===== src/rtl/core/stm_pkg.sv =====
// shared types, constants and the quarter-wave sine and cosine tables
`timescale 1ns / 1ps
package stm_pkg;

   // field widths
   localparam int FREQ_BITS   = 16;
   localparam int SAMPLE_BITS = 16;
   localparam int INDEX_BITS  = 32;
   localparam int MAG_BITS    = 32;
   localparam int COEF_BITS   = 16;
   localparam int PROD_BITS   = 32;
   localparam int SUM_BITS    = 48;

   // lookup table geometry (power of two, quarter-wave folded)
   localparam int SINE_TABLE_SIZE = 1024;
   localparam int TABLE_BITS      = $clog2(SINE_TABLE_SIZE);
   localparam int QUARTER_SIZE    = SINE_TABLE_SIZE / 4;
   localparam int QUARTER_BITS    = TABLE_BITS - 2;

   // phase reduction: modulus = 2^PHASE_LOW_BITS * ODD_MODULUS
   localparam int PHASE_MODULUS   = 96000;
   localparam int PHASE_LOW_BITS  = 8;
   localparam int ODD_MODULUS     = PHASE_MODULUS >> PHASE_LOW_BITS;
   localparam int PRODUCT_BITS    = FREQ_BITS + INDEX_BITS;
   localparam int FOLD_SPLIT      = 28;
   localparam int FOLD_PART_BITS  = PRODUCT_BITS - FOLD_SPLIT;
   localparam int FOLD_FACTOR     = (1 << FOLD_PART_BITS) % ODD_MODULUS;
   localparam int FOLD_BITS       = 27;
   localparam int RECIP_SHIFT     = 35;
   localparam longint unsigned ODD_RECIP_FULL =
      ((64'd1 << RECIP_SHIFT) + ODD_MODULUS - 1) / ODD_MODULUS;
   localparam logic [FOLD_BITS-1:0] ODD_RECIP = FOLD_BITS'(ODD_RECIP_FULL);
   localparam int QUO_BITS        = 19;
   localparam int REM_BITS        = 9;
   localparam int ENTRY_SHIFT     = TABLE_BITS - PHASE_LOW_BITS;
   localparam int SCALED_BITS     = REM_BITS + PHASE_LOW_BITS + ENTRY_SHIFT;
   localparam int ENTRY_RSHIFT    = 27;
   localparam longint unsigned ENTRY_RECIP_FULL =
      ((64'd1 << ENTRY_RSHIFT) + ODD_MODULUS - 1) / ODD_MODULUS;
   localparam logic [SCALED_BITS-1:0] ENTRY_RECIP = SCALED_BITS'(ENTRY_RECIP_FULL);

   // queue between front and back
   localparam int QUEUE_DEPTH = 4;

   // fixed-point constants for the table build
   localparam int Q30_SHIFT = 30;
   localparam int Q15_MAX   = 32767;
   localparam longint unsigned Q30_ONE     = 64'd1 << Q30_SHIFT;
   localparam longint unsigned HALF_PI_Q30 = 64'd1686629713;

   typedef logic signed [COEF_BITS-1:0] quarter_tab_type [QUARTER_SIZE];

   // finished segment sums handed from front to back
   typedef struct packed {
      logic signed [SUM_BITS-1:0] sine_sum;
      logic signed [SUM_BITS-1:0] cosine_sum;
      logic                       first_segment;
   } seg_type;

   // q30 to q1.15 with rounding and clamp, odd symmetric
   function automatic logic signed [COEF_BITS-1:0] to_q15(input longint v);
      longint unsigned m;
      longint unsigned q;
      m = (v < 0) ? -v : v;
      q = (m * 64'd32767 + (64'd1 << (Q30_SHIFT - 1))) >> Q30_SHIFT;
      if (q > 64'(Q15_MAX)) begin
         q = 64'(Q15_MAX);
      end
      return (v < 0) ? -$signed(COEF_BITS'(q)) : $signed(COEF_BITS'(q));
   endfunction

   // truncated taylor series for sine, terms to the 17th power
   function automatic longint series_sin(input longint unsigned a);
      longint unsigned a2;
      longint unsigned t;
      longint s;
      a2 = (a * a) >> Q30_SHIFT;
      t  = a;
      s  = longint'(a);
      t = ((t * a2) >> Q30_SHIFT) / 6;   s = s - longint'(t);
      t = ((t * a2) >> Q30_SHIFT) / 20;  s = s + longint'(t);
      t = ((t * a2) >> Q30_SHIFT) / 42;  s = s - longint'(t);
      t = ((t * a2) >> Q30_SHIFT) / 72;  s = s + longint'(t);
      t = ((t * a2) >> Q30_SHIFT) / 110; s = s - longint'(t);
      t = ((t * a2) >> Q30_SHIFT) / 156; s = s + longint'(t);
      t = ((t * a2) >> Q30_SHIFT) / 210; s = s - longint'(t);
      t = ((t * a2) >> Q30_SHIFT) / 272; s = s + longint'(t);
      return s;
   endfunction

   // truncated taylor series for cosine, terms to the 16th power
   function automatic longint series_cos(input longint unsigned a);
      longint unsigned a2;
      longint unsigned t;
      longint c;
      a2 = (a * a) >> Q30_SHIFT;
      t  = Q30_ONE;
      c  = longint'(Q30_ONE);
      t = ((t * a2) >> Q30_SHIFT) / 2;   c = c - longint'(t);
      t = ((t * a2) >> Q30_SHIFT) / 12;  c = c + longint'(t);
      t = ((t * a2) >> Q30_SHIFT) / 30;  c = c - longint'(t);
      t = ((t * a2) >> Q30_SHIFT) / 56;  c = c + longint'(t);
      t = ((t * a2) >> Q30_SHIFT) / 90;  c = c - longint'(t);
      t = ((t * a2) >> Q30_SHIFT) / 132; c = c + longint'(t);
      t = ((t * a2) >> Q30_SHIFT) / 182; c = c - longint'(t);
      t = ((t * a2) >> Q30_SHIFT) / 240; c = c + longint'(t);
      return c;
   endfunction

   // angle of quarter entry m in q30 radians
   function automatic longint unsigned quarter_angle(input int m);
      longint unsigned r;
      r = 64'(m) << (32 - TABLE_BITS);
      return (r * HALF_PI_Q30) >> Q30_SHIFT;
   endfunction

   function automatic quarter_tab_type build_sin_quarter();
      quarter_tab_type tab;
      for (int m = 0; m < QUARTER_SIZE; m++) begin
         tab[m] = to_q15(series_sin(quarter_angle(m)));
      end
      return tab;
   endfunction

   function automatic quarter_tab_type build_cos_quarter();
      quarter_tab_type tab;
      for (int m = 0; m < QUARTER_SIZE; m++) begin
         tab[m] = to_q15(series_cos(quarter_angle(m)));
      end
      return tab;
   endfunction

   localparam quarter_tab_type SIN_QUARTER = build_sin_quarter();
   localparam quarter_tab_type COS_QUARTER = build_cos_quarter();

endpackage


===== src/rtl/core/stm_back.sv =====
// back end: sum of squares, bit-serial square root, smoothing and result register
`timescale 1ns / 1ps
module stm_back (
   input  logic                           clock,
   input  logic                           reset,
   input  stm_pkg::seg_type               head_word,
   input  logic                           queue_empty,
   output logic                           queue_pop,
   output logic                           rsp_empty,
   input  logic                           rsp_pop,
   output logic [stm_pkg::MAG_BITS-1:0]   rsp_magnitude
);
   import stm_pkg::*;

   localparam int HALF_BITS  = SUM_BITS / 2;
   localparam int PP_BITS    = 2 * HALF_BITS;
   localparam int ACC_BITS   = 2 * SUM_BITS;
   localparam int RAD_BITS   = 2 * MAG_BITS;
   localparam int REM_KEEP   = MAG_BITS + 1;
   localparam int TRY_BITS   = REM_KEEP + 2;
   localparam int COUNT_BITS = $clog2(MAG_BITS);

   // partial product steps of the two squares
   localparam logic [2:0] SQ_S_LOW   = 3'd0;
   localparam logic [2:0] SQ_S_CROSS = 3'd1;
   localparam logic [2:0] SQ_S_HIGH  = 3'd2;
   localparam logic [2:0] SQ_C_LOW   = 3'd3;
   localparam logic [2:0] SQ_C_CROSS = 3'd4;
   localparam logic [2:0] SQ_C_HIGH  = 3'd5;
   localparam logic [2:0] SQ_STEPS   = 3'd6;

   typedef enum logic [4:0] {
      ST_IDLE   = 5'b00001,
      ST_SQUARE = 5'b00010,
      ST_LOAD   = 5'b00100,
      ST_ROOT   = 5'b01000,
      ST_FINISH = 5'b10000
   } back_state_type;

   back_state_type          state_ff, state_in;
   logic [COUNT_BITS-1:0]   count_ff, count_in;
   logic [SUM_BITS-1:0]     abs_s_ff, abs_s_in;
   logic [SUM_BITS-1:0]     abs_c_ff, abs_c_in;
   logic                    first_ff, first_in;
   logic [PP_BITS-1:0]      pp_ff, pp_in;
   logic [2:0]              pp_step_ff, pp_step_in;
   logic                    pp_live_ff, pp_live_in;
   logic [ACC_BITS-1:0]     acc_ff, acc_in;
   logic [RAD_BITS-1:0]     rad_ff, rad_in;
   logic [REM_KEEP-1:0]     rem_ff, rem_in;
   logic [MAG_BITS-1:0]     root_ff, root_in;
   logic                    sat_ff, sat_in;
   logic [MAG_BITS-1:0]     prev_ff, prev_in;
   logic                    out_valid_ff, out_valid_in;
   logic [MAG_BITS-1:0]     out_mag_ff, out_mag_in;

   logic [HALF_BITS-1:0]    op_a, op_b;
   logic [ACC_BITS-1:0]     addend;
   logic [TRY_BITS-1:0]     rem_shift, trial, rem_diff;
   logic [MAG_BITS-1:0]     raw_mag, mag;
   logic [MAG_BITS:0]       avg_sum;
   logic                    slot_free;

   assign rsp_empty     = !out_valid_ff;
   assign rsp_magnitude = out_mag_ff;
   assign slot_free     = !out_valid_ff || rsp_pop;

   // operand halves for the shared multiplier
   always_comb begin
      case (count_ff[2:0]) inside
         SQ_S_LOW:   begin op_a = abs_s_ff[HALF_BITS-1:0];        op_b = abs_s_ff[HALF_BITS-1:0];        end
         SQ_S_CROSS: begin op_a = abs_s_ff[HALF_BITS-1:0];        op_b = abs_s_ff[SUM_BITS-1:HALF_BITS]; end
         SQ_S_HIGH:  begin op_a = abs_s_ff[SUM_BITS-1:HALF_BITS]; op_b = abs_s_ff[SUM_BITS-1:HALF_BITS]; end
         SQ_C_LOW:   begin op_a = abs_c_ff[HALF_BITS-1:0];        op_b = abs_c_ff[HALF_BITS-1:0];        end
         SQ_C_CROSS: begin op_a = abs_c_ff[HALF_BITS-1:0];        op_b = abs_c_ff[SUM_BITS-1:HALF_BITS]; end
         SQ_C_HIGH:  begin op_a = abs_c_ff[SUM_BITS-1:HALF_BITS]; op_b = abs_c_ff[SUM_BITS-1:HALF_BITS]; end
         default:    begin op_a = '0;                             op_b = '0;                             end
      endcase
      pp_in = PP_BITS'(op_a) * PP_BITS'(op_b);
   end

   // weight of the registered partial product; cross terms count twice
   always_comb begin
      case (pp_step_ff) inside
         SQ_S_LOW, SQ_C_LOW:     addend = ACC_BITS'(pp_ff);
         SQ_S_CROSS, SQ_C_CROSS: addend = ACC_BITS'(pp_ff) << (HALF_BITS + 1);
         SQ_S_HIGH, SQ_C_HIGH:   addend = ACC_BITS'(pp_ff) << (2 * HALF_BITS);
         default:                addend = '0;
      endcase
   end

   // one root bit per step
   always_comb begin
      rem_shift = {rem_ff, rad_ff[RAD_BITS-1 -: 2]};
      trial     = {1'b0, root_ff, 2'b01};
      rem_diff  = rem_shift - trial;
   end

   // final value with smoothing
   always_comb begin
      raw_mag = sat_ff ? '1 : root_ff;
      avg_sum = {1'b0, raw_mag} + {1'b0, prev_ff};
      mag     = first_ff ? raw_mag : avg_sum[MAG_BITS:1];
   end

   // sequencer
   always_comb begin
      state_in     = state_ff;
      count_in     = count_ff;
      abs_s_in     = abs_s_ff;
      abs_c_in     = abs_c_ff;
      first_in     = first_ff;
      pp_step_in   = pp_step_ff;
      pp_live_in   = pp_live_ff;
      acc_in       = pp_live_ff ? ACC_BITS'(acc_ff + addend) : acc_ff;
      rad_in       = rad_ff;
      rem_in       = rem_ff;
      root_in      = root_ff;
      sat_in       = sat_ff;
      prev_in      = prev_ff;
      out_mag_in   = out_mag_ff;
      out_valid_in = out_valid_ff && !rsp_pop;
      queue_pop    = 1'b0;

      unique case (state_ff)
         ST_IDLE: begin
            pp_live_in = 1'b0;
            if (!queue_empty) begin
               queue_pop = 1'b1;
               abs_s_in  = head_word.sine_sum[SUM_BITS-1]
                         ? SUM_BITS'(-head_word.sine_sum) : head_word.sine_sum;
               abs_c_in  = head_word.cosine_sum[SUM_BITS-1]
                         ? SUM_BITS'(-head_word.cosine_sum) : head_word.cosine_sum;
               first_in  = head_word.first_segment;
               acc_in    = '0;
               count_in  = '0;
               state_in  = ST_SQUARE;
            end
         end
         ST_SQUARE: begin
            if (count_ff[2:0] == SQ_STEPS) begin
               pp_live_in = 1'b0;
               state_in   = ST_LOAD;
            end else begin
               pp_live_in = 1'b1;
               pp_step_in = count_ff[2:0];
               count_in   = COUNT_BITS'(count_ff + 1'b1);
            end
         end
         ST_LOAD: begin
            rad_in   = acc_ff[Q30_SHIFT +: RAD_BITS];
            sat_in   = |acc_ff[ACC_BITS-1:Q30_SHIFT+RAD_BITS];
            rem_in   = '0;
            root_in  = '0;
            count_in = '0;
            state_in = ST_ROOT;
         end
         ST_ROOT: begin
            rad_in = rad_ff << 2;
            if (!rem_diff[TRY_BITS-1]) begin
               rem_in  = rem_diff[REM_KEEP-1:0];
               root_in = {root_ff[MAG_BITS-2:0], 1'b1};
            end else begin
               rem_in  = rem_shift[REM_KEEP-1:0];
               root_in = {root_ff[MAG_BITS-2:0], 1'b0};
            end
            count_in = COUNT_BITS'(count_ff + 1'b1);
            if (count_ff == '1) begin
               state_in = ST_FINISH;
            end
         end
         ST_FINISH: begin
            if (slot_free) begin
               out_mag_in   = mag;
               prev_in      = mag;
               out_valid_in = 1'b1;
               state_in     = ST_IDLE;
            end
         end
         default: begin
            state_in = ST_IDLE;
         end
      endcase
   end

   // control state
   always_ff @(posedge clock) begin
      if (reset) begin
         state_ff     <= ST_IDLE;
         count_ff     <= '0;
         pp_live_ff   <= 1'b0;
         out_valid_ff <= 1'b0;
         prev_ff      <= '0;
      end else begin
         state_ff     <= state_in;
         count_ff     <= count_in;
         pp_live_ff   <= pp_live_in;
         out_valid_ff <= out_valid_in;
         prev_ff      <= prev_in;
      end
   end

   // datapath
   always_ff @(posedge clock) begin
      abs_s_ff   <= abs_s_in;
      abs_c_ff   <= abs_c_in;
      first_ff   <= first_in;
      pp_ff      <= pp_in;
      pp_step_ff <= pp_step_in;
      acc_ff     <= acc_in;
      rad_ff     <= rad_in;
      rem_ff     <= rem_in;
      root_ff    <= root_in;
      sat_ff     <= sat_in;
      out_mag_ff <= out_mag_in;
   end

endmodule


===== config.mk =====
export PLATFORM = sky130hd
export DESIGN_NAME = stm_back
export DESIGN_NICKNAME = d
export VERILOG_FILES = /design/src/rtl/core/stm_pkg.sv /design/src/rtl/core/stm_back.sv
export SDC_FILE = /design/constraint.sdc
export NUM_CORES = 2
export LEC_CHECK = 0
export ABC_AREA = 1
export BUFFER_PORTS_ARGS = -buffer_cell sky130_fd_sc_hd__buf_2
export CAP_MARGIN = 10
export CORE_MARGIN = 2
export CORE_UTILIZATION = 49
export CTS_CLUSTER_DIAMETER = 80
export DETAILED_ROUTE_END_ITERATION = 8
export GPL_TIMING_DRIVEN = 1
export PLACE_DENSITY_LB_ADDON = 0.1
export SETUP_SLACK_MARGIN = 0.1
export SYNTH_ARGS = -nofsm -noshare
export SYNTH_HDL_FRONTEND = slang
export SYNTH_SLANG_ARGS = --single-unit

===== constraint.sdc =====
create_clock -name clock -period 15.31 [get_ports clock]
set_input_delay 0.7655 -clock clock [delete_from_list [all_inputs] [get_ports clock]]
set_output_delay 0.7655 -clock clock [all_outputs]
set_load 0.02 [all_outputs]

Word level (Yosys, flattened, before mapping)

Cells that the tools add are included.

Output and inout port bits: 34
Word-level logic and storage cells: 107
Register bits: 450
Input port bits: 101

Add/sub/neg operators: 6
Reduce and logical (&&, ||, !) cells: 18
Bitwise operators: 2
Equal/unequal tests: 22
Mux-type cells: 40
Multipliers: 1

Operators by type and width:

| operator                                      | number |
|---|---|
| 2-to-1 mux 96 bit                             | 6 |
| 2-to-1 mux 24 bit                             | 11 |
| one-hot mux 64 bit (2 select lines)           | 1 |
| adder 96 bit                                  | 1 |
| negation 48 bit                               | 2 |
| 2-to-1 mux 47 bit                             | 2 |
| one-hot mux 33 bit (2 select lines)           | 1 |
| 2-to-1 mux 32 bit                             | 2 |
| one-hot mux 32 bit (2 select lines)           | 1 |
| multiplier 24 x 24 -> 48 bit                  | 1 |
| subtractor 35 x 34 -> 35 bit                  | 1 |
| adder 32 x 32 -> 33 bit                       | 1 |
| 2-to-1 mux 33 bit                             | 1 |
| 2-to-1 mux 5 bit                              | 6 |
| one-hot mux 5 bit (5 select lines)            | 1 |
| one-hot mux 5 bit (4 select lines)            | 1 |
| == test 3 bit, second input constant          | 5 |
| == test 3 x 2 -> 1 bit, second input constant | 4 |
| == test 5 bit, second input constant          | 2 |
| != test 2 bit, second input constant          | 5 |
| OR reduction 2 bit                            | 4 |
| == test 3 x 1 -> 1 bit, second input constant | 2 |
| zero test 3 bit                               | 2 |
| 2-to-1 mux 1 bit                              | 6 |
| 15 further kinds                              | 20 |

Logic depth before layout (Yosys ltp)

Depth after elaboration: 9
Depth in mapped cells: 40
Mapped depth without buffers: 39

Least setup slack after synthesis

OpenSTA, ideal clock, no wires.

Path type: register -> register
From: register count_ff[2]
To: register pp_ff[40]
Period minus slack after synthesis: 7.054 ns
Data required time: 15.238 ns
Data arrival time: 6.982 ns
Stages on the path, launching flop included: 33
Setup slack: 8.256 ns
Buffers on the path: 3
Library setup time: 0.072 ns
Path through: dfxtp_1 inv_2 ha_1 inv_2 buf_2 buf_2 nor2_1 o31ai_1 o21a_1 inv_2 buf_2 nor2_1 fa_1 fa_1 inv_1 fa_1 fa_1 inv_1 fa_1 fa_1 inv_1 fa_1 inv_1 ha_1 nand2_1 nor2_1 inv_1 nor2_1 inv_1 nor4_1 nand3_1 nand3_1 xor2_1

Cells in the longest elaborated chain, start to end: 8
Elaborated cells on any way between the ends: 18
Classes of those cells: mul (1); eq/ne (5); mux (11); reduce/logical (1)

RTL lines:

| what                            | RTL line        | RTL |
|---|---|---|
| from (decl)                     | stm_back.sv:41  | `logic [COUNT_BITS-1:0] count_ff, count_in;` |
| from (signal assigned)          | stm_back.sv:196 | `count_ff <= count_in;` |
| == test 3 bit (no source line)  | n/a             |  |
| 2-to-1 mux 24 bit (6 in series) | stm_back.sv:70  | `case (count_ff[2:0]) inside` |
| multiplier 24 x 24 -> 48 bit *  | stm_back.sv:79  | `pp_in = PP_BITS'(op_a) * PP_BITS'(op_b);` |
| via pp_in[40]                   | stm_back.sv:45  | `logic [PP_BITS-1:0] pp_ff, pp_in;` |
| to (signal assigned)            | stm_back.sv:208 | `pp_ff <= pp_in;` |
| to (decl)                       | stm_back.sv:45  |  |

Mark *: on every way through the listed nets, which the timed path passes. The rest lies on a longest branch.
A chain may end at the register's enable or synchronous reset.

Final worst setup path

From: register count_ff[0]
To: register pp_ff[40]

The elaborated chain is that of the path after synthesis.

==> Implementation_results.wiki <==
{| class="wikitable"
! Metric !! Value
|-
| Run status || complete, no violations
|-
| Commonest cells after routing, fill and taps aside || nand2_1 (2292), inv_1 (1781), nor2_1 (999)
|-
| Insertion delay to the later sink of the worst-skew pair || 0.70 ns
|-
| Top cell type's share of synthesized area || 0.176
|-
| Leading cell type in the layout, fill and taps excluded || nand2_1
|-
| Cell class contributing the biggest share of worst-path delay || adder cells
|-
| GP Congestion || 1.05
|-
| Iteration count of the initial detailed-routing pass || 6
|-
| CTS H-tree lvls || 2
|-
| Vias in the first global route || 50500
|-
| Critical path type || flip-flop to flip-flop
|-
| Period minus WS final || 9.71 ns
|-
| Layout overhead on the synthesized area || 6.99%
|-
| Sequential area share after synthesis || 0.211
|-
| Transition time at the pin with the least slew margin || 1.17 ns
|-
| Synthesized cell area || 55100 µm²
|-
| Dominant combinational cell family by area after synthesis || simple AND/OR/NAND/NOR gates
|-
| Total routed wirelength || 210 mm
|-
| Slack of the worst reg-to-reg path || 5.60 ns
|-
| Syn_area_per_cell || 6.78 µm²
|-
| Worst reg2reg path depth || 32
|-
| Number of I/O pins || 135
|-
| Count of standard-cell rows || 122
|-
| Max-capacitance violation count || 0
|-
| Number of warning messages in the yosys log || 0
|-
| Antenna violations before repair || 11
|-
| Count of buffers added by post-CTS timing repair for setup || 0
|-
| RSZ-0062 raised after global routing || false
|-
| Net count, final || 9071
|-
| TritonCTS clock tree || done
|-
| CTS hold repair buffers || 0
|-
| Number of fillers in the final layout || 11500
|-
| Multi-input logic area || 35500 µm²
|-
| Critical path data required time || 15.91 ns
|-
| Combined global-route utilization of all metal layers || 0.363
|-
| DRC errors left || 0
|-
| Crit path buffers/inverters || 10
|-
| Layout cell share with drive strength beyond 1 || 0.0514
|-
| First-iteration detailed-routing DRC count || 5200
|-
| Half-perimeter wire length after placement || 173 mm
|-
| Die area || 115000 µm²
|-
| Clock-pin slew on the worst setup and hold paths || 0.06 ns
|-
| Library cell used as clock root buffer || clkbuf_16
|-
| Global-route met2 utilization || 0.561
|-
| Slew Limit Fails || 0
|-
| F_max || 103 MHz
|-
| Tightest Hold Check Type || primary input to flip-flop
|-
| Crit path max-delay cell type || inv_1
|-
| Antenna Nets Post-Route || 0
|-
| PostCTS Resize Cnt || 0
|-
| Post-synthesis compound-gate area fraction || 0.0872
|-
| Final routed wire length divided by cell count || 21.7 µm
|-
| Largest net degree at the start of global routing || 81
|-
| Synthesized Nets || 9041
|-
| Synthesized-area fraction occupied by and/or/nand/nor cells || 0.277
|-
| Met3 usage in global routing || 0.0683
|-
| Final setup violation count || 0
|-
| Vias per inst || 5.38
|-
| Worst setup SP type || flip-flop
|-
| Library cell appearing most often on the critical path || inv_1
|-
| Accumulated negative setup slack || 0 ns
|-
| Max clock buf depth || 3
|-
| Proportion of synthesized area in mux cells || 0
|-
| Leftover overflow at the end of global routing || 0
|-
| Met1 Use GR || 0.480
|-
| Total area of sequential cells || 11600 µm²
|-
| Final design utilization || 0.530
|-
| Overall die height || 339 µm
|-
| Clock Skews || 0.0407 ns
|-
| Initial Util || 0.495
|-
| Adder-Cell Fraction of Synth Area || 0.254
|-
| Gate count after technology mapping || 8115
|-
| Synth Area in XOR/XNOR || 0.0269
|-
| Reg-to-reg endpoint || pp_ff[40]
|-
| Max-Slew Margin vs Limit || 0.217
|-
| CTS buffer count || 55
|-
| Critical Path Sink Type || flip-flop
|-
| Origin of the worst setup path || count_ff[0]
|-
| Dominant cells by area after synthesis || fa_1 (18%), nand2_1 (16%), edfxtp_1 (14%), inv_1 (12%), ha_1 (7.8%)
|-
| Critical path data arrival time || 10.31 ns
|-
| Total number of vias || 52100
|-
| Clock Sink Count || 450
|-
| Total of flip-flops plus latches after synthesis || 450
|-
| Placeable core region || 111000 µm²
|-
| Number of buffer cells added on primary ports || 134
|-
| Crit Path Max Fanout || 38
|-
| Portion of the clock cycle consumed by the worst path in the final layout || 0.634
|-
| Largest area contributor in the netlist || fa_1
|-
| Hold Fails Final Rpt || 0
|-
| Largest stage delay, worst path || 0.76 ns
|-
| First-pass GRT wire length || 313 mm
|-
| CP Capture Point || pp_ff[40]
|-
| Most congested layer reported by global routing || met2
|-
| Width of the chip || 339 µm
|-
| Number of different library cells in the post-synthesis netlist || 59
|-
| Worst reg2reg path startpoint || count_ff[0]
|-
| Critical path depth || 32
|}
[per-layer routing]
metal	part of all wire	routed length, µm
met4	0.066	14000
met5	0.00033	69
met3	0.087	18200
met1	0.41	86800
met2	0.43	91200
[kinds of logic (layout without fill, tap and decap cells)]
family                     Yosys count  in the layout
buffers and inverters             2038           2114
and+or+nand+nor                   3818           3818
other                                0              2
adders and majority gates          825            825
AOI/OAI and AO/OA                  815            815
DFF                                450            450
xor gates and xnor gates           169            169
[flip-flops by register name (all words and copies together), names as in the netlist, 3 cells and up]
register / count
acc_ff: 96
rad_ff: 64
abs_c_ff: 48
abs_s_ff: 48
pp_ff: 48
rem_ff: 33
prev_ff: 32
root_ff: 32
rsp_magnitude: 32
count_ff: 5
state_ff: 5
pp_step_ff: 3
[worst min path at each step]
stage	cells past startpoint	slack [ns]	startpoint	end
floorplan	2	0.43	count_ff[4]	count_ff[4]
global placement	2	0.44	count_ff[4]	count_ff[4]
detailed placement	2	0.45	prev_ff[0]	prev_ff[0]
CTS	1	0.24	head_word[0]	first_ff
global route	1	0.23	head_word[0]	first_ff
finish	1	0.26	head_word[0]	first_ff
[cell usage after synthesis (all sizes together)]
| library cell | number |
|---|---|
| a21oi | 296 |
| o22ai | 48 |
| clkinv | 2 |
| xnor2 | 37 |
| or2 | 24 |
| o211ai | 61 |
| o31ai | 4 |
| a31o | 1 |
| nor3 | 54 |
| o21bai | 28 |
| o21ai | 291 |
| xor2 | 132 |
| dfxtp | 188 |
| and3 | 7 |
| edfxtp | 262 |
| o221ai | 2 |
| nor4 | 21 |
| inv | 1829 |
| a21boi | 6 |
| a211oi | 1 |
| and2 | 10 |
| buf | 132 |
| nand3b | 12 |
| clkbuf | 75 |
| a22oi | 13 |
| nand4 | 73 |
| o32ai | 1 |
| o41ai | 1 |
| a21o | 24 |
| a31oi | 21 |
| nand3 | 300 |
| ha | 341 |
| o21a | 14 |
| nor2 | 1017 |
| fa | 484 |
| nand2 | 2300 |
| a221o | 3 |
[metrics by stage]
| stage | instance area, µm² | instances | hold WS, ns | worst slack, ns |
|---|---|---|---|---|
| CTS | 58900 | 9679 | 0.238 | 5.81 |
| finish | 58900 | 9681 | 0.259 | 5.60 |
| detailed placement | 56900 | 9576 | 0.449 | 5.84 |
| floorplan | 55100 | 8115 | 0.427 | 8.26 |
| global placement | 56900 | 9576 | 0.438 | 5.77 |
| global route | 58900 | 9680 | 0.233 | 5.27 |
[final cells by class]
| cell class | instances | area share |
|---|---|---|
| diodes | 2 | 0.0000850 |
| clock buffers | 68 | 0.0254 |
| clock inverters | 35 | 0.00799 |
| inverters | 1831 | 0.117 |
| multi-input cells | 5627 | 0.603 |
| flip-flops and latches | 450 | 0.198 |
| well taps | 1488 | 0.0316 |
| repair buffers | 180 | 0.0172 |
Power is left out: the tool's default activity adds up to more than one toggle a clock period on the data nets, which glitch-free logic cannot reach.
