--- src/rtl/core/stm_pkg.sv ---
// shared types, constants and the quarter-wave sine and cosine tables
`timescale 1ns / 1ps
package stm_pkg;

   // field widths
   localparam int FREQ_BITS   = 16;
   localparam int SAMPLE_BITS = 16;
   localparam int INDEX_BITS  = 32;
   localparam int MAG_BITS    = 32;
   localparam int COEF_BITS   = 16;
   localparam int PROD_BITS   = 32;
   localparam int SUM_BITS    = 48;

   // lookup table geometry (power of two, quarter-wave folded)
   localparam int SINE_TABLE_SIZE = 1024;
   localparam int TABLE_BITS      = $clog2(SINE_TABLE_SIZE);
   localparam int QUARTER_SIZE    = SINE_TABLE_SIZE / 4;
   localparam int QUARTER_BITS    = TABLE_BITS - 2;

   // phase reduction: modulus = 2^PHASE_LOW_BITS * ODD_MODULUS
   localparam int PHASE_MODULUS   = 96000;
   localparam int PHASE_LOW_BITS  = 8;
   localparam int ODD_MODULUS     = PHASE_MODULUS >> PHASE_LOW_BITS;
   localparam int PRODUCT_BITS    = FREQ_BITS + INDEX_BITS;
   localparam int FOLD_SPLIT      = 28;
   localparam int FOLD_PART_BITS  = PRODUCT_BITS - FOLD_SPLIT;
   localparam int FOLD_FACTOR     = (1 << FOLD_PART_BITS) % ODD_MODULUS;
   localparam int FOLD_BITS       = 27;
   localparam int RECIP_SHIFT     = 35;
   localparam longint unsigned ODD_RECIP_FULL =
      ((64'd1 << RECIP_SHIFT) + ODD_MODULUS - 1) / ODD_MODULUS;
   localparam logic [FOLD_BITS-1:0] ODD_RECIP = FOLD_BITS'(ODD_RECIP_FULL);
   localparam int QUO_BITS        = 19;
   localparam int REM_BITS        = 9;
   localparam int ENTRY_SHIFT     = TABLE_BITS - PHASE_LOW_BITS;
   localparam int SCALED_BITS     = REM_BITS + PHASE_LOW_BITS + ENTRY_SHIFT;
   localparam int ENTRY_RSHIFT    = 27;
   localparam longint unsigned ENTRY_RECIP_FULL =
      ((64'd1 << ENTRY_RSHIFT) + ODD_MODULUS - 1) / ODD_MODULUS;
   localparam logic [SCALED_BITS-1:0] ENTRY_RECIP = SCALED_BITS'(ENTRY_RECIP_FULL);

   // queue between front and back
   localparam int QUEUE_DEPTH = 4;

   // fixed-point constants for the table build
   localparam int Q30_SHIFT = 30;
   localparam int Q15_MAX   = 32767;
   localparam longint unsigned Q30_ONE     = 64'd1 << Q30_SHIFT;
   localparam longint unsigned HALF_PI_Q30 = 64'd1686629713;

   typedef logic signed [COEF_BITS-1:0] quarter_tab_type [QUARTER_SIZE];

   // finished segment sums handed from front to back
   typedef struct packed {
      logic signed [SUM_BITS-1:0] sine_sum;
      logic signed [SUM_BITS-1:0] cosine_sum;
      logic                       first_segment;
   } seg_type;

   // q30 to q1.15 with rounding and clamp, odd symmetric
   function automatic logic signed [COEF_BITS-1:0] to_q15(input longint v);
      longint unsigned m;
      longint unsigned q;
      m = (v < 0) ? -v : v;
      q = (m * 64'd32767 + (64'd1 << (Q30_SHIFT - 1))) >> Q30_SHIFT;
      if (q > 64'(Q15_MAX)) begin
         q = 64'(Q15_MAX);
      end
      return (v < 0) ? -$signed(COEF_BITS'(q)) : $signed(COEF_BITS'(q));
   endfunction

   // truncated taylor series for sine, terms to the 17th power
   function automatic longint series_sin(input longint unsigned a);
      longint unsigned a2;
      longint unsigned t;
      longint s;
      a2 = (a * a) >> Q30_SHIFT;
      t  = a;
      s  = longint'(a);
      t = ((t * a2) >> Q30_SHIFT) / 6;   s = s - longint'(t);
      t = ((t * a2) >> Q30_SHIFT) / 20;  s = s + longint'(t);
      t = ((t * a2) >> Q30_SHIFT) / 42;  s = s - longint'(t);
      t = ((t * a2) >> Q30_SHIFT) / 72;  s = s + longint'(t);
      t = ((t * a2) >> Q30_SHIFT) / 110; s = s - longint'(t);
      t = ((t * a2) >> Q30_SHIFT) / 156; s = s + longint'(t);
      t = ((t * a2) >> Q30_SHIFT) / 210; s = s - longint'(t);
      t = ((t * a2) >> Q30_SHIFT) / 272; s = s + longint'(t);
      return s;
   endfunction

   // truncated taylor series for cosine, terms to the 16th power
   function automatic longint series_cos(input longint unsigned a);
      longint unsigned a2;
      longint unsigned t;
      longint c;
      a2 = (a * a) >> Q30_SHIFT;
      t  = Q30_ONE;
      c  = longint'(Q30_ONE);
      t = ((t * a2) >> Q30_SHIFT) / 2;   c = c - longint'(t);
      t = ((t * a2) >> Q30_SHIFT) / 12;  c = c + longint'(t);
      t = ((t * a2) >> Q30_SHIFT) / 30;  c = c - longint'(t);
      t = ((t * a2) >> Q30_SHIFT) / 56;  c = c + longint'(t);
      t = ((t * a2) >> Q30_SHIFT) / 90;  c = c - longint'(t);
      t = ((t * a2) >> Q30_SHIFT) / 132; c = c + longint'(t);
      t = ((t * a2) >> Q30_SHIFT) / 182; c = c - longint'(t);
      t = ((t * a2) >> Q30_SHIFT) / 240; c = c + longint'(t);
      return c;
   endfunction

   // angle of quarter entry m in q30 radians
   function automatic longint unsigned quarter_angle(input int m);
      longint unsigned r;
      r = 64'(m) << (32 - TABLE_BITS);
      return (r * HALF_PI_Q30) >> Q30_SHIFT;
   endfunction

   function automatic quarter_tab_type build_sin_quarter();
      quarter_tab_type tab;
      for (int m = 0; m < QUARTER_SIZE; m++) begin
         tab[m] = to_q15(series_sin(quarter_angle(m)));
      end
      return tab;
   endfunction

   function automatic quarter_tab_type build_cos_quarter();
      quarter_tab_type tab;
      for (int m = 0; m < QUARTER_SIZE; m++) begin
         tab[m] = to_q15(series_cos(quarter_angle(m)));
      end
      return tab;
   endfunction

   localparam quarter_tab_type SIN_QUARTER = build_sin_quarter();
   localparam quarter_tab_type COS_QUARTER = build_cos_quarter();

endpackage

--- src/rtl/core/stm_queue.sv ---
// short queue of finished segment sums between front and back
`timescale 1ns / 1ps
module stm_queue (
   input  logic             clock,
   input  logic             reset,
   input  logic             push,
   input  stm_pkg::seg_type push_word,
   output logic             full,
   input  logic             pop,
   output stm_pkg::seg_type head_word,
   output logic             empty
);
   import stm_pkg::*;

   localparam int PTR_BITS   = $clog2(QUEUE_DEPTH);
   localparam int COUNT_BITS = $clog2(QUEUE_DEPTH + 1);

   seg_type               slot_ff [QUEUE_DEPTH];
   logic [PTR_BITS-1:0]   wr_ptr_ff, wr_ptr_in;
   logic [PTR_BITS-1:0]   rd_ptr_ff, rd_ptr_in;
   logic [COUNT_BITS-1:0] count_ff,  count_in;
   logic                  do_push, do_pop;

   assign full      = (count_ff == COUNT_BITS'(QUEUE_DEPTH));
   assign empty     = (count_ff == '0);
   assign head_word = slot_ff[rd_ptr_ff];

   // pointer and fill count
   always_comb begin
      do_push   = push && !full;
      do_pop    = pop && !empty;
      wr_ptr_in = do_push ? PTR_BITS'(wr_ptr_ff + 1'b1) : wr_ptr_ff;
      rd_ptr_in = do_pop  ? PTR_BITS'(rd_ptr_ff + 1'b1) : rd_ptr_ff;
      count_in  = count_ff;
      if (do_push && !do_pop) begin
         count_in = COUNT_BITS'(count_ff + 1'b1);
      end else if (do_pop && !do_push) begin
         count_in = COUNT_BITS'(count_ff - 1'b1);
      end
   end

   always_ff @(posedge clock) begin
      if (reset) begin
         wr_ptr_ff <= '0;
         rd_ptr_ff <= '0;
         count_ff  <= '0;
      end else begin
         wr_ptr_ff <= wr_ptr_in;
         rd_ptr_ff <= rd_ptr_in;
         count_ff  <= count_in;
      end
   end

   // entry storage
   always_ff @(posedge clock) begin
      if (do_push) begin
         slot_ff[wr_ptr_ff] <= push_word;
      end
   end

endmodule

--- config.mk ---
export PLATFORM = sky130hd
export DESIGN_NAME = stm_queue
export DESIGN_NICKNAME = d
export VERILOG_FILES = /design/src/rtl/core/stm_pkg.sv /design/src/rtl/core/stm_queue.sv
export SDC_FILE = /design/constraint.sdc
export NUM_CORES = 1
export LEC_CHECK = 0
export ABC_AREA = 1
export BUFFER_PORTS_ARGS = -buffer_cell sky130_fd_sc_hd__buf_4
export CAP_MARGIN = 20
export CORE_AREA = 2 2 162 164
export CTS_BUF_LIST = sky130_fd_sc_hd__clkbuf_4 sky130_fd_sc_hd__clkbuf_8
export DETAILED_ROUTE_END_ITERATION = 6
export DIE_AREA = 0 0 164 166
export PLACE_DENSITY_LB_ADDON = 0.25
export SYNTH_ARGS = -nofsm -noshare
export SYNTH_HDL_FRONTEND = slang
export SYNTH_SLANG_ARGS = --single-unit
--- constraint.sdc ---
create_clock -name clock -period 6.9 [get_ports clock]
set_input_delay 0 -clock clock [delete_from_list [all_inputs] [get_ports clock]]
set_output_delay 0 -clock clock [all_outputs]
set_load 0.05 [all_outputs]
Yosys cells after proc, flatten, opt, wreduce, memory -nomap -nowiden --
Memory sizes are Yosys's and may differ from the RTL's. A register that Yosys moved wholly into a read port is not among the register bits. Cells that the tools add are included.
Storage, ports and cells: register bits 7, memory bits (writable) 388, output and inout port bits 99, memories 1
Memory list:
- slot_ff | words 4, bits a word 97, read ports 1, clocked after memory_dff 1, write ports 1, RTL line stm_queue.sv:18 | seg_type slot_ff [QUEUE_DEPTH];
Operators by class: add/subtract/negate cells 4, equality and inequality tests 1, muxes and demuxes 6, reduce and logical (&&, ||, !) cells 10
Operators with widths (count):
- $mux 3 | 2
- $add 2x1->2 const B | 2
- $logic_and 1x1->1 | 4
- $logic_not 1->1 | 4
- $mux 2 | 2
- $add 3x1->3 const B | 1
- $eq 3x3->1 const B | 1
- $logic_not 3->1 | 1
- $sub 3x1->3 const B | 1
- $mux 1 | 2
- $reduce_bool 2->1 | 1

Logic depth before layout (Yosys ltp) --
Gate-level depths: netlist of run 1.
word-level depth 7, gate-level depth with buffers 13, mapped depth without buffers 13

Least setup slack after synthesis of run 1 --
Ideal clock, no wire load.
path type flip-flop to flip-flop, start point reg count_ff[0], end point mem slot_ff[0][0] (netlist bit) (enable), library setup time 0.554 ns, data arrival time 4.698 ns, slack 1.648 ns, stages on the path, launching flop included 5, buffers on the path 0, clock period less this slack 5.252 ns, cell sequence dfxtp_1 nor2_1 nand2_1 nand2_1 nor2_1
Between the ends: cells in the longest elaborated chain, start to end 5
Ends and longest elaborated chain:
- start, declared | RTL line stm_queue.sv:21 | logic [COUNT_BITS-1:0] count_ff, count_in;
- start signal, assigned | RTL line stm_queue.sv:50 | count_ff <= count_in;
- $eq 3x3->1 | RTL line stm_queue.sv:24 | assign full = (count_ff == COUNT_BITS'(QUEUE_DEPTH));
- $logic_not 1->1 | RTL line stm_queue.sv:30 | do_push = push && !full;
- $logic_and 1x1->1 | RTL line stm_queue.sv:30
- $mux 1 | RTL line stm_queue.sv:56 | if (do_push) begin
- $mux 1 (implied by the code) | RTL line stm_queue.sv:57 | slot_ff[wr_ptr_ff] <= push_word;
- end, declared | RTL line stm_queue.sv:18
No other way between the ends.

==> results of run 1 <==
-- routing by layer --
layer  up-vias  GRT usage  wire length (µm)  share of wire
met5         -          0                 0              0
met2       375      0.377             15700           0.49
met1      4537      0.320             13200           0.41
met3        50     0.0507              2380          0.075
li1       4422          -                 -              -
met4         0     0.0782               625          0.020
-- layout make-up --
| class | instances | area, µm² |
|---|---|---|
| Clock inverter | 26 | 248 |
| Sequential cell | 397 | 11800 |
| Fill cell | 1596 | 6840 |
| Timing Repair Buffer | 310 | 2620 |
| Antenna cell | 6 | 15.0 |
| Clock buffer | 80 | 976 |
| Inverter | 18 | 73.8 |
| Tap cell | 335 | 419 |
| Multi-Input combinational cell | 530 | 2580 |
-- how the worst max path moves through the flow --
| stage | from | endpoint | depth (start not counted) |
|---|---|---|---|
| after global routing | flip-flop | head_word[36] | 5 |
| after floorplan | count_ff[0]$_SDFFE_PP0P_ | slot_ff[0][0]$_DFFE_PP_ | 4 |
| after detailed placement | count_ff[0]$_SDFFE_PP0P_ | slot_ff[3][46]$_DFFE_PP_ | 5 |
| after global placement | count_ff[0]$_SDFFE_PP0P_ | slot_ff[3][64]$_DFFE_PP_ | 5 |
| final | flip-flop | head_word[56] | 5 |
| after CTS | flip-flop | head_word[56] | 5 |
-- worst max-delay path, stage by stage (launching register included) --
cell and delay (ns):
dfxtp_4 0.59, inv_6 0.65, buf_4 0.84, nor2_1 0.12
o22ai_1 0.32, buf_4 0.26
-- cell families (layout without fill, tap and decap cells) --
kind of cell               after synthesis  in the layout  share of synthesized area
buffers and inverters                   80            434                     0.0299
and+or+nand+nor                        228            228                     0.0583
DFF                                    397            397                      0.798
other                                    0              6                          0
adders and majority gates                6              6                    0.00557
AOI/OAI and AO/OA                      295            295                      0.108
xor gates and xnor gates                 1              1                   0.000591
-- power by group --
group / leakage (µW) / internal (µW) / switching [µW] / total, µW
sequential: 0.00363 / 2930 / 111 / 3040
clock: 0.000647 / 1100 / 846 / 1950
combinational: 0.00242 / 704 / 1890 / 2600
total: 0.00670 / 4740 / 2850 / 7590
-- state kept, by name (all words and copies together) (netlist names), named ones only --
register   flops
count_ff       3
slot_ff      388
wr_ptr_ff      2
rd_ptr_ff      2
-- metrics by stage --
step	cells	area (µm²)	total power, µW	setup slack (ns)	hold slack [ns]
after floorplan	1007	14800	4890	1.65	0.0691
after global placement	1487	16500	5580	3.95	0.197
after detailed placement	1487	16500	5620	3.91	0.198
after CTS	1694	18700	7600	3.37	0.119
after global routing	1700	18800	7900	3.20	0.133
final	1702	18800	7590	3.44	0.145
-- placed cells by master, fill, tap and decap left out, drive strengths merged --
cell	n
clkinvlp	1
clkbuf	80
a21oi	3
nand3b	1
xor2	1
nand3	4
dfxtp	9
clkinv	20
edfxtp	388
inv	18
fa	1
nor2	208
nand2	15
o21ai	195
dlygate4sd3	101
o22ai	97
ha	5
diode	6
bufinv	5
buf	209
-- timing repair --
action | in CTS | in global routing
hold buffers | 101 | 0
gates resized for setup | 0 | 0
hold endpoints to repair | 397 | 0
buffers inserted | 0 | 0
==> results.json, run 1 <==
{
  "htreeDepth": 2,
  "dpl.hpwl_mm": 16.8,
  "initial_core_util": 0.579,
  "synth_nets": 1114,
  "grt_antenna_before_repair": 5,
  "post_synth_num_cell_types": 19,
  "crit_path_end_kind": "primary output",
  "synthTopCellsByArea": "edfxtp_1 (79%), nor2_1 (5.3%), o21ai_0 (4.2%)",
  "cts_made_buffers": 59,
  "fin_tns_setup_ns": 0,
  "syn-instance-count": 1007,
  "hp-start": "reset",
  "max-vdd-ir-drop_mv": 0.384,
  "max_freq_mhz": 289,
  "vias_per_cell": 5.51,
  "hold_viol": 0,
  "ys_warn_count": 0,
  "hold_end": "rd_ptr_ff[0]$_SDFFE_PP0P_",
  "slew_headroom": 0.286,
  "grt_first_pass_wirelength_mm": 49.1,
  "syn_area_per_cell_um2": 14.7,
  "num_rows": 59,
  "core_area_um2": 25600,
  "run_status": "finished clean",
  "pin_count": 200,
  "detail-route-antenna-nets": 0,
  "grt_pass1_vias": 9340,
  "finalSetupViolCount": 0,
  "cts_tree": "done",
  "ys_seq_area_frac": 0.798,
  "rsz0062_at_grt": "no",
  "leakagePower_uw": 0.00670,
  "route.detailed.drc": 0,
  "crit_type": "flip-flop to primary output",
  "p_per_area_nw_per_um2": 404,
  "overflow": 0,
  "whs_path_depth": 3,
  "regToRegStartpoint": "count_ff[0]$_SDFFE_PP0P_",
  "routed_wl_mm": 31.9,
  "path_clk_slew_ns": 0.06,
  "maxCapViolCount": 0,
  "synthesis.area_um2": 14800,
  "wire_per_inst_um": 18.7,
  "fin_util": 0.733,
  "period_needed_ns": 3.46,
  "hold_path.class": "input port to flip-flop",
  "netlist.area_leader.share": 0.786,
  "yosys.cell_count.top_type": "edfxtp_1",
  "worstMarginPinSlew_ns": 1.07,
  "grt_max_degree": 116,
  "clock-sinks": 397,
  "portBuffers": 199,
  "finalCritPeriodShare": 0.502,
  "drive_gt1_frac": 0.229,
  "worst_ep_required_time_ns": 6.90,
  "cp-start-kind": "flip-flop",
  "reg2reg_setup_slack_ns": 3.89,
  "gp_congestion": 0.774,
  "clockBufferDepth": 3,
  "first_iter_violations": 821,
  "vias": 9384,
  "crit_fanout": 107,
  "grtUsageTotal": 0.233,
  "num-nets-final": 1423,
  "r2r_end": "slot_ff[3][41]$_DFFE_PP_",
  "cts_root_buf": "clkbuf_8",
  "slew_viol_final": 0,
  "netlist_top_cells_count": "edfxtp_1 (388), nor2_1 (208), o21ai_0 (125)",
  "synth-edff-count": 388,
  "finClkSkew_ns": 0.0110,
  "synth-seq-cells": 397,
  "die_area_um2": 27200,
  "clock_latency_ns": 0.59,
  "ys_async_sr_fraction": 0,
  "fp.dieW_um": 164,
  "areaGrowthSynthToFinish_pct": 26.6,
  "yosysTopAreaCell": "edfxtp_1",
  "die_h_um": 166,
  "ff2ff_path_depth": 5,
  "critical_path_arrival_ns": 3.46,
  "synthFlopType": "edfxtp_1",
  "dr.pass1.iters": 6
}
(Power assumes the default switching activity.)
==> run 2: changes to the inputs <==
- ABC_AREA: 1 -> 0
- CORE_AREA: 2 2 162 164 -> 2 2 169 171
- DIE_AREA: 0 0 164 166 -> 0 0 171 173
- clock period: 6.9 -> 2.9 ns (I/O delays scaled with it)
==> run 2 against run 1 <==
Core utilization fell by 5.5 points. Largest power group unchanged. Wire length fell by 13%. Largest cell class unchanged. Critical path type is now flip-flop to flip-flop. Global-route usage fell by 4.4 points. Highest routed layer unchanged. Clock power rose by 130%. Critical endpoint is now count_ff[2]$_SDFFE_PP0P_. Combinational power rose by 130%.
==> results.json, run 2 <==
{
  "yosys.cell_count.top_type": "edfxtp_1",
  "hold_path.class": "input port to flip-flop",
  "clock-sinks": 397,
  "htreeDepth": 2,
  "vias": 7062,
  "grtUsageTotal": 0.189,
  "ff_latch_area_um2": 11800,
  "synth-edff-count": 388,
  "core_area_um2": 27600,
  "ys_seq_area_frac": 0.818,
  "period_needed_ns": 2.32,
  "cts_root_buf": "clkbuf_8",
  "finalPower_uw": 17500,
  "fin_util": 0.678,
  "post_synth_num_cell_types": 23,
  "synth-seq-cells": 397,
  "syn_area_per_cell_um2": 26.0,
  "detail-route-antenna-nets": 0,
  "crit_fanout": 6,
  "max-vdd-ir-drop_mv": 0.577,
  "clockBufferDepth": 3,
  "crit_type": "flip-flop to flip-flop",
  "die_h_um": 173,
  "pin_count": 200,
  "cp_top_family": "simple AND/OR/NAND/NOR gates",
  "hold_viol": 0,
  "slew_headroom": 0.598,
  "finalSetupViolCount": 0,
  "synthesis.area_um2": 14500,
  "worstMarginPinSlew_ns": 0.602,
  "finClkSkew_ns": 0.0251,
  "grt_max_degree": 57,
  "fin_tns_setup_ns": 0,
  "cts_tree": "done",
  "route.detailed.drc": 0,
  "grt_first_pass_wirelength_mm": 42.7,
  "clock_latency_ns": 0.59,
  "final_common_cell": "edfxtp_1",
  "num-nets-final": 1016,
  "ys_warn_count": 0,
  "drive_gt1_frac": 0.429,
  "grt_pass1_vias": 7783,
  "wire_per_inst_um": 20.7,
  "fp.dieW_um": 171,
  "worst_ep_required_time_ns": 3.43,
  "syn-instance-count": 555,
  "slew_viol_final": 0,
  "finalCritPeriodShare": 0.799,
  "crit_chain": "nor3b_2 -> nor2_1 -> ha_1 -> inv_1 -> fa_1 -> xor2_1 -> or3_1 -> a21oi_1",
  "synth_nets": 662,
  "cts_made_buffers": 61,
  "maxCapViolCount": 0,
  "critical_path_arrival_ns": 2.84,
  "vias_per_cell": 5.29,
  "cp_slowest_cell": "dfxtp_1",
  "first_iter_violations": 463,
  "path_clk_slew_ns": 0.06,
  "crit_path_end_kind": "flip-flop",
  "routed_wl_mm": 27.7,
  "leakagePower_uw": 0.00639,
  "p_per_area_nw_per_um2": 934,
  "ys_async_sr_fraction": 0,
  "dpl.hpwl_mm": 15.7,
  "largest_reg_flops": 388,
  "synthFlopType": "edfxtp_1",
  "cp-start-kind": "flip-flop",
  "crit_buf_inv": 1,
  "portBuffers": 199,
  "max_freq_mhz": 432,
  "top_regs": "slot_ff: 388 flops, count_ff: 3 flops",
  "dr.pass1.iters": 5,
  "grt_antenna_before_repair": 1,
  "run_status": "finished clean",
  "regMostFlops": "slot_ff",
  "ctsResizeCount": 0,
  "initial_core_util": 0.523,
  "multi_input_area_um2": 2460,
  "num_rows": 61,
  "layout_common_cells": "edfxtp_1 (388), buf_4 (203), dlygate4sd3_1 (100)",
  "yosysTopAreaCell": "edfxtp_1",
  "rsz0062_at_grt": "no",
  "die_area_um2": 29600,
  "overflow": 0,
  "slowest_delay_ns": 0.46,
  "areaGrowthSynthToFinish_pct": 29.5,
  "fill_cells": 1781,
  "gp_congestion": 0.747,
  "netlist.area_leader.share": 0.806,
  "netlist_top_cells_count": "edfxtp_1 (388), mux4_2 (97), buf_2 (11)",
  "synthTopCellsByArea": "edfxtp_1 (81%), mux4_2 (15%), dfxtp_1 (1.2%)"
}
run 2: cell types whose count changed after synthesis, sizes merged, moves of 3 or more:
cell    delta
nor2     -202
clkbuf    -13
nand3      -4
xor2       +3
o21ai    -193
mux4      +97
and2       +4
inv       -14
o22ai     -97
nand2     -15
buf       -26
run 2: timing repair:
item                                    CTS  global route
hold endpoints to repair                397             0
endpoints found under the setup margin    0             0
hold buffers                            100             0
setup buffers                             0             0
run 2: metal layers:
layer,global-route usage,vias to the layer above,wire (µm)
met1,0.236,3635,10800
met3,0.0604,48,2240
met5,0,-,0
li1,-,3103,-
met4,0.0498,0,473
met2,0.322,276,14100
run 2: cell families (layout without fill, tap and decap cells):
group                    Yosys count  count (layout)  share of synthesized area
flip-flops                       397             397                      0.818
buffers and inverters             27             428                     0.0126
other                              0               1                          0
multiplexers                      99              99                      0.152
AO/OA/AOI/OAI                      6               6                    0.00251
adder cells (fa/ha/maj)            6               6                    0.00571
AND/OR/NAND/NOR                   16              16                    0.00588
XOR/XNOR                           4               4                    0.00242
run 2: final timing paths:
| path | from | endpoint | slack (ns) | cells past startpoint |
|---|---|---|---|---|
| setup / recovery | count_ff[0]$_SDFFE_PP0P_ | count_ff[2]$_SDFFE_PP0P_ | 0.58 | 8 |
| hold / removal | push_word[33] | slot_ff[2][33]$_DFFE_PP_ | 0.14 | 2 |
| setup reg to reg | count_ff[0]$_SDFFE_PP0P_ | count_ff[2]$_SDFFE_PP0P_ | 0.58 | 8 |
| hold reg to reg | count_ff[2]$_SDFFE_PP0P_ | count_ff[2]$_SDFFE_PP0P_ | 0.54 | 2 |
run 2: cell type report:
cell class | count | area share
antenna | 1 | 0.000134
clock buffer | 79 | 0.0521
clock inverter | 31 | 0.0115
inverter | 4 | 0.000802
multi-input combinational | 131 | 0.131
sequential | 397 | 0.632
tap | 378 | 0.0253
timing repair buffer | 314 | 0.147
run 2: per-stage QoR:
stage               setup WS (ns)  cells  hold slack, ns  cell area, µm²
floorplan                   0.298    555          0.0989           14500
global placement            0.692   1124           0.198           16500
detailed placement          0.591   1124           0.202           16500
CTS                         0.568   1334           0.100           18700
global route                0.382   1335           0.119           18700
finish                      0.584   1335           0.143           18700
run 2: power by group:
group	total, µW	internal, µW	leakage (µW)	switching [µW]
combinational	5930	2170	0.00214	3770
sequential	7070	6900	0.00363	175
clock	4480	2450	0.000620	2030
total	17500	11500	0.00639	5970
==> run 3: changes to the inputs <==
- clock period: 2.9 -> 2.1 ns (I/O delays scaled with it)
==> run 3 against run 2 <==
Sequential power grew 38%. Clock skew shrank 0.0050 ns. Non-clock buffer count grew 13. Global-route usage grew 0.69 points. Critical path type is now flip-flop to primary output. Wire length grew 4.2%. Final area grew 2.7%. Critical path depth shrank 4. Combinational power grew 57%. Die area is the same. Core utilization grew 1.8 points. Total power grew 43%. First-iteration DRC count shrank 1.9%.
==> results.json, run 3 (same netlist as run 2, synthesis figures left out) <==
{
  "run_status": "finished clean",
  "core_area_um2": 27600,
  "die_area_um2": 29600,
  "drive_gt1_frac": 0.451,
  "fp.dieW_um": 171,
  "finalSetupViolCount": 0,
  "clockBufferDepth": 3,
  "top_regs": "slot_ff: 388 flops, count_ff: 3 flops",
  "grt_first_pass_wirelength_mm": 44.0,
  "portBuffers": 199,
  "gp_congestion": 0.747,
  "maxCapViolCount": 0,
  "crit_path_end_kind": "primary output",
  "crit_fanout": 15,
  "first_iter_violations": 454,
  "pin_count": 200,
  "multi_input_area_um2": 2500,
  "fill_cells": 1681,
  "crit_type": "flip-flop to primary output",
  "wire_per_inst_um": 21.4,
  "rsz0062_at_grt": "yes",
  "critical_path_arrival_ns": 2.06,
  "num-nets-final": 1027,
  "largest_reg_flops": 388,
  "route.detailed.drc": 0,
  "initial_core_util": 0.523,
  "worst_ep_required_time_ns": 2.10,
  "overflow": 0,
  "grt_pass1_vias": 8040,
  "layout_common_cells": "edfxtp_1 (388), buf_4 (134), dlygate4sd3_1 (101)",
  "grt_antenna_before_repair": 3,
  "cts_tree": "done",
  "worstMarginPinSlew_ns": 0.647,
  "vias": 7100,
  "detail-route-antenna-nets": 0,
  "leakagePower_uw": 0.00659,
  "grt_max_degree": 58,
  "final_common_cell": "edfxtp_1",
  "grtUsageTotal": 0.196,
  "htreeDepth": 2,
  "finalCritPeriodShare": 0.980,
  "routed_wl_mm": 28.9,
  "hp-start": "push_word[44]",
  "cts_made_buffers": 59,
  "dr.pass1.iters": 4,
  "dp_cells": 1129,
  "dpl.hpwl_mm": 16.2,
  "vias_per_cell": 5.26,
  "p_per_area_nw_per_um2": 1300,
  "clock_latency_ns": 0.59,
  "ff_latch_area_um2": 11800,
  "clock-sinks": 397,
  "max_freq_mhz": 486,
  "hold_path.class": "input port to flip-flop",
  "period_needed_ns": 2.06,
  "cp_top_family": "buffers and inverters",
  "slew_headroom": 0.563,
  "hold_viol": 0,
  "crit_buf_inv": 3,
  "finClkSkew_ns": 0.0201,
  "path_clk_slew_ns": 0.06,
  "die_h_um": 173,
  "fin_tns_setup_ns": 0,
  "final_cells": 1349,
  "areaGrowthSynthToFinish_pct": 32.9,
  "regMostFlops": "slot_ff",
  "slowest_delay_ns": 0.54,
  "max-vdd-ir-drop_mv": 0.967,
  "crit_chain": "buf_12 -> clkbuf_16 -> mux4_2 -> buf_6",
  "num_rows": 61,
  "cp_slowest_cell": "mux4_2",
  "cp-start-kind": "flip-flop",
  "cts_root_buf": "clkbuf_8",
  "slew_viol_final": 0,
  "regToRegStartpoint": "count_ff[2]$_SDFFE_PP0P_",
  "finalPower_uw": 24900
}
run 3: changes by cell type in the layout (fill, tap and decap cells not counted), sizes merged:
cell         before  now
clkbuf           79   89
clkinv           25   20
diode             1    3
bufinv            3    0
inv               4    5
dlygate4sd3     100  101
clkinvlp          3    1
buf             214  224
run 3: per-stage QoR:
step,instance area (µm²),utilization,hold slack [ns],setup slack (ns)
after detailed placement,16600,0.601,0.202,-0.0363
final,19200,0.696,0.151,0.0411
after floorplan,14500,-,0.0989,0.00467
after global routing,19200,0.696,0.132,-0.0416
after global placement,16600,0.601,0.198,0.117
after CTS,19100,0.690,0.108,-0.0838
run 3: worst paths after layout:
path                                to  depth (start not counted)  slack, ns
min           slot_ff[0][44]$_DFFE_PP_                          2       0.15
max reg2reg   count_ff[2]$_SDFFE_PP0P_                          8       0.09
max                      head_word[77]                          4       0.04
min reg2reg  wr_ptr_ff[1]$_SDFFE_PP0P_                          2       0.53
run 3: final cells by class:
cell class                 instances  area share
antenna                            3    0.000391
clock buffer                      87      0.0542
clock inverter                    22     0.00560
inverter                           4    0.000781
multi-input combinational        131       0.130
sequential                       397       0.616
tap                              378      0.0246
timing repair buffer             327       0.168
run 3: what timing repair did:
item | 4_1_cts | 5_1_grt
pin swaps | 1 | 2
gates resized for setup | 58 | 30
endpoints found under the hold margin | 397 | 0
setup buffers | 3 | 2
gates cloned | 1 | 2
setup endpoints to repair | 92 | 93
hold buffers | 101 | 0
run 3: routing by layer:
metal	up-vias	part of all wire	global-route usage
li1	3139	-	-
met2	219	0.51	0.336
met5	-	0	0
met3	44	0.060	0.0483
met1	3698	0.41	0.252
met4	0	0.017	0.0544
run 3: where the power goes:
part           total, µW  internal (µW)  switching (µW)  leakage (µW)
Clock               5890           3180            2710      0.000620
Combinational       9290           3730            5560       0.00233
Sequential          9740           9530             208       0.00363
Total              24900          16400            8480       0.00659
run 3: worst register-to-register path, cell delays in order, from the launching register on:
cell and delay [ns]:
dfxtp_4 0.37, nor3b_4 0.18, nor2_4 0.12, ha_2 0.20, inv_1 0.06, fa_2 0.34, xor2_1 0.19, or3_4 0.34
a21oi_1 0.14
